## src/rtl/pnm_hp_pkg.sv

```systemverilog
// Shared types for the PNM header parser: input item and result record.
`default_nettype none

package pnm_hp_pkg;

  // One byte of the file with its framing flags
  typedef struct packed {
    logic       stream_end;
    logic       stream_start;
    logic [7:0] data_byte;
  } item_t;

  // One parse result
  typedef struct packed {
    logic [31:0] image_height;
    logic [31:0] image_width;
    logic [1:0]  channels;
    logic [2:0]  format_digit;
    logic [1:0]  status;
  } result_t;

  localparam int unsigned ResultTdataW = 72;

endpackage

`default_nettype wire

```

## src/rtl/pnm_header_parser_top.sv

```systemverilog
// Bytes pass from the input register through the parser into the result register.
// The parser takes one byte per cycle while the result register can take a result.
// While a result waits in the output register the input register takes one more byte,
// then the input stalls until that result transfer completes.
// Reset (synchronous, active high) empties both registers and returns the parser
// to waiting for the first magic byte.
`default_nettype none

module pnm_header_parser_top (
  input  wire         clk,
  input  wire         rst,
  input  wire         s_axis_tvalid,
  output logic        s_axis_tready,
  input  wire  [7:0]  s_axis_tdata,   // [7:0] data_byte
  input  wire  [0:0]  s_axis_tuser,   // [0] stream_start
  input  wire         s_axis_tlast,   // stream_end
  output logic        m_axis_tvalid,
  input  wire         m_axis_tready,
  output logic [pnm_hp_pkg::ResultTdataW-1:0] m_axis_tdata, // [2:0] format_digit,
                                      // [4:3] channels, [36:5] image_width,
                                      // [68:37] image_height, [71:69] zero
  output logic [1:0]  m_axis_tuser    // [1:0] status
);

  pnm_hp_pkg::item_t   in_item;
  pnm_hp_pkg::item_t   held_item;
  pnm_hp_pkg::result_t core_res;
  pnm_hp_pkg::result_t out_res;
  logic                held_valid;
  logic                advance;
  logic                fire;
  logic                res_push;

  // Pack the incoming transfer
  assign in_item.data_byte    = s_axis_tdata;
  assign in_item.stream_start = s_axis_tuser[0];
  assign in_item.stream_end   = s_axis_tlast;

  // Move the held byte on whenever the result register can take a result
  assign advance = !m_axis_tvalid || m_axis_tready;
  assign fire    = held_valid && advance;

  pnm_hp_in_stage u_in (
    .clk        (clk),
    .rst        (rst),
    .in_valid   (s_axis_tvalid),
    .in_ready   (s_axis_tready),
    .in_item    (in_item),
    .advance    (advance),
    .held_valid (held_valid),
    .held_item  (held_item)
  );

  pnm_hp_core u_core (
    .clk      (clk),
    .rst      (rst),
    .fire     (fire),
    .item     (held_item),
    .res_push (res_push),
    .res      (core_res)
  );

  pnm_hp_out_stage u_out (
    .clk       (clk),
    .rst       (rst),
    .push      (res_push),
    .push_res  (core_res),
    .out_ready (m_axis_tready),
    .out_valid (m_axis_tvalid),
    .out_res   (out_res)
  );

  // Unpack the result onto the output bus
  assign m_axis_tuser = out_res.status;
  assign m_axis_tdata = {3'b000, out_res.image_height, out_res.image_width,
                         out_res.channels, out_res.format_digit};

endmodule

`default_nettype wire

```

## src/rtl/pnm_hp_in_stage.sv

```systemverilog
// Input register: holds one accepted byte until the parser takes it.
`default_nettype none

module pnm_hp_in_stage (
  input  wire                    clk,
  input  wire                    rst,
  input  wire                    in_valid,
  output logic                   in_ready,
  input  wire pnm_hp_pkg::item_t in_item,
  input  wire                    advance,
  output logic                   held_valid,
  output pnm_hp_pkg::item_t      held_item
);

  // Accept when empty or when the held byte moves on this cycle
  assign in_ready = !held_valid || advance;

  // Valid flag
  always_ff @(posedge clk) begin
    if (rst) begin
      held_valid <= 1'b0;
    end else if (in_ready) begin
      held_valid <= in_valid;
    end
  end

  // Payload
  always_ff @(posedge clk) begin
    if (in_ready && in_valid) begin
      held_item <= in_item;
    end
  end

endmodule

`default_nettype wire

```

## src/rtl/pnm_hp_core.sv

```systemverilog
// Parser state and the per-byte state update that produces results.
`default_nettype none

module pnm_hp_core (
  input  wire                    clk,
  input  wire                    rst,
  input  wire                    fire,
  input  wire pnm_hp_pkg::item_t item,
  output logic                   res_push,
  output pnm_hp_pkg::result_t    res
);

  localparam logic [2:0] PH_MAGIC_P     = 3'd0;
  localparam logic [2:0] PH_MAGIC_DIGIT = 3'd1;
  localparam logic [2:0] PH_MAGIC_SPACE = 3'd2;
  localparam logic [2:0] PH_SKIP_W      = 3'd3;
  localparam logic [2:0] PH_WIDTH       = 3'd4;
  localparam logic [2:0] PH_SKIP_H      = 3'd5;
  localparam logic [2:0] PH_HEIGHT      = 3'd6;
  localparam logic [2:0] PH_DONE        = 3'd7;

  localparam logic [1:0] ST_OK      = 2'd0;
  localparam logic [1:0] ST_MAGIC   = 2'd1;
  localparam logic [1:0] ST_TRUNC   = 2'd2;

  localparam logic [7:0] CH_P       = 8'h50;
  localparam logic [7:0] CH_ONE     = 8'h31;
  localparam logic [7:0] CH_SIX     = 8'h36;
  localparam logic [7:0] CH_ZERO    = 8'h30;
  localparam logic [7:0] CH_NINE    = 8'h39;
  localparam logic [7:0] CH_HASH    = 8'h23;
  localparam logic [7:0] CH_NL      = 8'h0a;
  localparam logic [7:0] CH_SPACE   = 8'h20;
  localparam logic [7:0] CH_TAB     = 8'h09;
  localparam logic [7:0] CH_CR      = 8'h0d;

  logic [2:0]  phase, phase_next;
  logic        in_comment, in_comment_next;
  logic [2:0]  magic_digit, magic_digit_next;
  logic [31:0] width_acc, width_acc_next;
  logic [31:0] height_acc, height_acc_next;

  logic        emit;
  logic        used;
  logic        is_ws;
  logic        is_dig;
  logic [7:0]  b;
  logic [3:0]  digit;

  // Multiply by ten and add one digit, saturating at the 32-bit maximum
  function automatic logic [31:0] acc_digit(input logic [31:0] acc, input logic [3:0] d);
    logic [35:0] v;
    v = {1'b0, acc, 3'b000} + {3'b000, acc, 1'b0} + {32'd0, d};
    return (v[35:32] != 4'd0) ? 32'hffff_ffff : v[31:0];
  endfunction

  // Channel count of a format digit
  function automatic logic [1:0] chan_of(input logic [2:0] d);
    logic [1:0] c;
    if (d == 3'd0) begin
      c = 2'd0;
    end else if (d == 3'd3 || d == 3'd6) begin
      c = 2'd3;
    end else begin
      c = 2'd1;
    end
    return c;
  endfunction

  assign b      = item.data_byte;
  assign digit  = b[3:0];
  assign is_ws  = (b == CH_SPACE) || (b >= CH_TAB && b <= CH_CR);
  assign is_dig = (b >= CH_ZERO) && (b <= CH_NINE);

  // Work out the next state and any result for the byte at hand
  always_comb begin
    phase_next       = item.stream_start ? PH_MAGIC_P : phase;
    in_comment_next  = item.stream_start ? 1'b0 : in_comment;
    magic_digit_next = item.stream_start ? 3'd0 : magic_digit;
    width_acc_next   = item.stream_start ? 32'd0 : width_acc;
    height_acc_next  = item.stream_start ? 32'd0 : height_acc;
    emit             = 1'b0;
    used             = 1'b0;
    res              = '0;

    if (phase_next != PH_DONE) begin
      // Comment bytes and the three magic bytes
      if (in_comment_next) begin
        if (b == CH_NL) begin
          in_comment_next = 1'b0;
        end
        used = 1'b1;
      end else if (phase_next == PH_MAGIC_P) begin
        used = 1'b1;
        if (b != CH_P) begin
          emit       = 1'b1;
          res.status = ST_MAGIC;
        end else begin
          phase_next = PH_MAGIC_DIGIT;
        end
      end else if (phase_next == PH_MAGIC_DIGIT) begin
        used = 1'b1;
        if (b < CH_ONE || b > CH_SIX) begin
          emit       = 1'b1;
          res.status = ST_MAGIC;
        end else begin
          magic_digit_next = b[2:0];
          phase_next       = PH_MAGIC_SPACE;
        end
      end else if (phase_next == PH_MAGIC_SPACE) begin
        used = 1'b1;
        if (!is_ws) begin
          emit       = 1'b1;
          res.status = ST_MAGIC;
        end else begin
          phase_next = PH_SKIP_W;
        end
      end

      // Skip before width
      if (!used && phase_next == PH_SKIP_W) begin
        if (b == CH_HASH) begin
          in_comment_next = 1'b1;
          used            = 1'b1;
        end else if (is_ws) begin
          used = 1'b1;
        end else begin
          phase_next = PH_WIDTH;
        end
      end

      // Width digits
      if (!used && phase_next == PH_WIDTH) begin
        if (is_dig) begin
          width_acc_next = acc_digit(width_acc_next, digit);
          used           = 1'b1;
        end else if (b == CH_HASH) begin
          in_comment_next = 1'b1;
          used            = 1'b1;
        end else begin
          phase_next = PH_SKIP_H;
        end
      end

      // Skip before height
      if (!used && phase_next == PH_SKIP_H) begin
        if (b == CH_HASH) begin
          in_comment_next = 1'b1;
          used            = 1'b1;
        end else if (is_ws) begin
          used = 1'b1;
        end else begin
          phase_next = PH_HEIGHT;
        end
      end

      // Height digits; a hash starts a comment, any other byte ends the header
      if (!used && phase_next == PH_HEIGHT) begin
        if (is_dig) begin
          height_acc_next = acc_digit(height_acc_next, digit);
        end else if (b == CH_HASH) begin
          in_comment_next = 1'b1;
        end else begin
          emit             = 1'b1;
          res.status       = ST_OK;
          res.format_digit = magic_digit_next;
          res.channels     = chan_of(magic_digit_next);
          res.image_width  = width_acc_next;
          res.image_height = height_acc_next;
        end
      end

      // End of stream before a result
      if (!emit && item.stream_end) begin
        emit = 1'b1;
        if (phase_next <= PH_MAGIC_SPACE) begin
          res.status = ST_MAGIC;
        end else begin
          res.status       = ST_TRUNC;
          res.format_digit = magic_digit_next;
          res.channels     = chan_of(magic_digit_next);
        end
      end

      if (emit) begin
        phase_next = PH_DONE;
      end
    end
  end

  assign res_push = fire && emit;

  // Advance the parser state on each byte taken
  always_ff @(posedge clk) begin
    if (rst) begin
      phase       <= PH_MAGIC_P;
      in_comment  <= 1'b0;
      magic_digit <= 3'd0;
      width_acc   <= 32'd0;
      height_acc  <= 32'd0;
    end else if (fire) begin
      phase       <= phase_next;
      in_comment  <= in_comment_next;
      magic_digit <= magic_digit_next;
      width_acc   <= width_acc_next;
      height_acc  <= height_acc_next;
    end
  end

endmodule

`default_nettype wire

```

## src/rtl/pnm_hp_out_stage.sv

```systemverilog
// Result register: holds one result until the downstream side takes it.
`default_nettype none

module pnm_hp_out_stage (
  input  wire                      clk,
  input  wire                      rst,
  input  wire                      push,
  input  wire pnm_hp_pkg::result_t push_res,
  input  wire                      out_ready,
  output logic                     out_valid,
  output pnm_hp_pkg::result_t      out_res
);

  // Valid flag: load on push, drop once the transfer completes
  always_ff @(posedge clk) begin
    if (rst) begin
      out_valid <= 1'b0;
    end else if (push) begin
      out_valid <= 1'b1;
    end else if (out_ready) begin
      out_valid <= 1'b0;
    end
  end

  // Payload
  always_ff @(posedge clk) begin
    if (push) begin
      out_res <= push_res;
    end
  end

endmodule

`default_nettype wire
```

## config.mk

```make
export PLATFORM = sky130hd
export DESIGN_NAME = pnm_header_parser_top
export DESIGN_NICKNAME = d
export VERILOG_FILES = /design/src/rtl/pnm_hp_pkg.sv /design/src/rtl/pnm_header_parser_top.sv /design/src/rtl/pnm_hp_in_stage.sv /design/src/rtl/pnm_hp_core.sv /design/src/rtl/pnm_hp_out_stage.sv
export SDC_FILE = /design/constraint.sdc
export NUM_CORES = 1
export LEC_CHECK = 0
export ABC_CLOCK_PERIOD_IN_PS = 13100
export BUFFER_PORTS_ARGS = -buffer_cell sky130_fd_sc_hd__buf_2
export CAP_MARGIN = 25
export CORE_MARGIN = 8
export CORE_UTILIZATION = 60
export DETAILED_ROUTE_END_ITERATION = 7
export PLACE_DENSITY = 0.79
export SLEW_MARGIN = 10
export SYNTH_ARGS = -nofsm -noshare
export SYNTH_HDL_FRONTEND = slang
export SYNTH_HIERARCHICAL = 1
export SYNTH_SLANG_ARGS = --single-unit
```

## constraint.sdc

```tcl
create_clock -name clk -period 13.1 [get_ports clk]
set_input_delay 1.965 -clock clk [delete_from_list [all_inputs] [get_ports clk]]
set_output_delay 1.965 -clock clk [all_outputs]
set_load 0.005 [all_outputs]
```

==> impl_results.md <==
* Status: finished, final reports clean
* Yosys reg bits at between 150 and 200
* Layout cell share with drive strength beyond 1 at approximately 12%
* Maxcap violations at 0
* Setup CP Type: register to register
* Clock latency on the worst-skew pair at 0.43 ns
* Clock buffer count from CTS at 17
* Core region area at 0.0181 mm²
* Crit start category: register
* Total Power at about 0.0011 W
* Hold Crit Start: u_core/width_acc[13]$_SDFFE_PP0P_
* VDD IR max at 0.0908 mV
* Commonest non-fill, non-tap cell in the layout: ha_1
* Via-per-instance ratio at about 6.4
* Comb power frac at roughly 5.4%
* Post-Synthesis Cells at 1212
* Antenna Nets Post-Route at 0
* RSZ-0062 raised after global routing: no
* Slew Viols, Final at 0
* Die Y at 152 µm
* Power Internal at approximately 0.00085 W
* Initial DRT Pass Iterations at 5
* Cts hold-fix bufs at 0
* Die width at 152 µm
* Post-synth ARST share at 0%
* Initial cell density of the core at a little over 60%
* Setup ws final at approximately 8 ns
* Setup TNS Final at 0 ns
* Sw Pwr at between 0.0002 and 0.0003 W
* Worst hold path class: register to register
* Fin util at around two thirds
* Input/output buffers at 86
* Syn avg cell area at roughly 9 µm²
* Critical path data arrival time at ~5.6 ns
* Ys flop type: edfxtp_1
* EDFF count, synth at between 80 and 90
* Clock Path Buffers at 2
* # DRC at 0
* Post-DP HPWL at about 20000 µm
* Critical path fanouts, max at 79
* Routed via count at 9691
* Skew final at 0.0114 ns
* CTS H-tree depth at 4
* Worst slack, placed at slightly below 8 ns
* Worst slew pin tran at roughly 1.1 ns
* Power density cells at approximately 91 mW/mm²
* Reg2Reg Launch Point: u_in/held_item[8]$_DFFE_PP_
* Min cycle time layout at 5.29 ns
* Final setup viols at 0
* Postcts setup bufs at 0
* Clock power share at 47.4%
* Lkg Pwr at approximately 5.2 nW
* CP startpoint: u_in/held_item[8]$_DFFE_PP_
* Rows at just under 50
* Largest net degree at the start of global routing at 80
* Critical Path RT at between 10 and 15 ns
* Final period utilization at between 40 and 50%
* Gates resized, CTS repair at 0
* Global route total overflow at 0
* Synth cell types at just under 80
* Die area at 0.0231 mm²
* Gpl congestion at between 0.9 and 1
* Avg WL per Cell at roughly 19 µm
* Drt initial violations at between 900 and 1000
* Commonest cells after routing, fill and taps aside: ha_1, nand2_1, a21oi_1, buf_2, edfxtp_1
* Total wire length at approximately 28000 µm
* Endpoints failing hold at 0
* Fillers at 1476
* Synth warn at 6
* Io pins at 90
* Met3 usage at under 10%
* Total GRT Usage at between 20% and 30%
* CTS sink cnt at around 150
* Grt peak-use layer: met2
* CTS tree: built
* Clock transition at the registers of the reported paths at 0.06 ns
* CTS root buffer: clkbuf_16
* Number of global-route vias before repair at 9443
* Flop pwr share at a little under half
* Global-route wire length before repair at 47400 µm
* Max Fclk at roughly 190 MHz
* Initial antenna violation count at 0
* Routing usage on met1 at 31.0%
* Post-synthesis sequential area ratio at 35.1%
* Netlist Area Pre-Place at about 0.011 mm²
* GRT met2 Usage at about two fifths
* Sw frac at 24.3%
* Net count, final at around 1400
* Worst slew margin at a little over a quarter
* Area delta synth->final at 10.7%
* # diodes at 0
* Critical path capture point type: register
worst paths after layout:
| check | cells after the start | slack, ns | to |
|---|---|---|---|
| setup / recovery | 13 | 7.81 | u_core/width_acc[19]$_SDFFE_PP0P_ |
| hold / removal | 2 | 0.45 | u_core/width_acc[13]$_SDFFE_PP0P_ |
| setup reg to reg | 13 | 7.81 | u_core/width_acc[19]$_SDFFE_PP0P_ |
| hold reg to reg | 2 | 0.45 | u_core/width_acc[13]$_SDFFE_PP0P_ |
stage by stage:
stage	hold slack [ns]	instance area, µm²	std cells
after floorplan	0.416	11100	1214
after global placement	0.425	11600	1474
after detailed placement	0.441	11600	1475
after CTS	0.450	12300	1507
after global routing	0.486	12300	1509
final	0.446	12300	1509
power groups by stage:
stage / Clock, W / Combinational, W / Sequential, W
after floorplan: 0 / 0.0000366 / 0.000538
after global placement: 0 / 0.0000589 / 0.000538
after detailed placement: 0 / 0.0000604 / 0.000539
after CTS: 0.000536 / 0.0000607 / 0.000528
after global routing: 0.000556 / 0.0000661 / 0.000529
final: 0.000530 / 0.0000607 / 0.000528
layer usage:
metal	part of all wire, %	wire length, µm	vias to the layer above
li1	-	-	4653
met1	44	12600	4651
met2	47	13400	348
met3	6.6	1870	39
met4	2.0	573	0
met5	0	0	-
cells in the mapped netlist, drive strengths merged, types with 4 or more instances:
cell    count  area [µm²]
dfxtp      73        1460
a21o       22         165
o21a       46         345
o221ai      6        52.6
nor3       20         100
o211a       4        40.0
xor2       22         193
a31oi       8        50.1
nand3      19        95.1
ha        126        1580
a311oi      8        76.3
o31a        4        35.0
o211ai     10        75.1
nor3b       7        52.6
nand2b     11        83.8
xnor2      28         245
clkbuf     44         166
a21boi      5        37.5
nor2b      75         469
nand2     111         417
a22oi      10        75.1
o21ai      65         325
or2         5        31.3
a21oi     110         566
fa          4        80.1
a221oi     37         324
nor2       63         236
buf        20         125
o22ai       5        31.3
inv        20        75.1
nor4        8        62.6
o21bai      5        37.5
a211oi     18         135
and3       13        81.3
edfxtp     81        2430
nand4      11        68.8
and2       40         255
state kept, by name, indices dropped and copies added, names as in the netlist:
register            cells
u_core/height_acc      32
u_core/in_comment       1
u_core/magic_digit      3
u_core/phase            3
u_core/width_acc       32
u_in/held_item         10
u_in/held_valid         1
u_out/out_res          71
u_out/out_valid         1
final cells by class:
| type | instances | area (µm²) | area share (%) |
|---|---|---|---|
| Sequential cell | 154 | 3890 | 31.7 |
| Clock buffer | 17 | 425 | 3.46 |
| Tap cell | 229 | 287 | 2.33 |
| Inverter | 20 | 75.1 | 0.611 |
| Multi-Input combinational cell | 976 | 6870 | 55.9 |
| Timing Repair Buffer | 98 | 539 | 4.39 |
| Clock inverter | 15 | 205 | 1.67 |
critical path: stages, from the launching register on:
cell and delay (ns):
edfxtp_1 0.32, buf_4 0.69, nor2b_1 0.25, fa_1 0.54
ha_1 0.33, a211oi_1 0.26, o21bai_1 0.15, o211ai_1 0.38
o21ai_0 0.26, a31o_2 0.32, mux2i_1 0.24, nand4b_1 0.26
nor2_2 0.90, a221oi_1 0.17
kinds of logic after synthesis:
logic type,synth area share (%)
other,0.0338
adder cells (fa/ha/maj),14.9
buffers and inverters,3.30
AO/OA/AOI/OAI,23.8
AND/OR/NAND/NOR,18.6
XOR/XNOR,3.94
flip-flops,35.1
multiplexers,0.270
No activity file was read; power rests on OpenSTA's default activity.
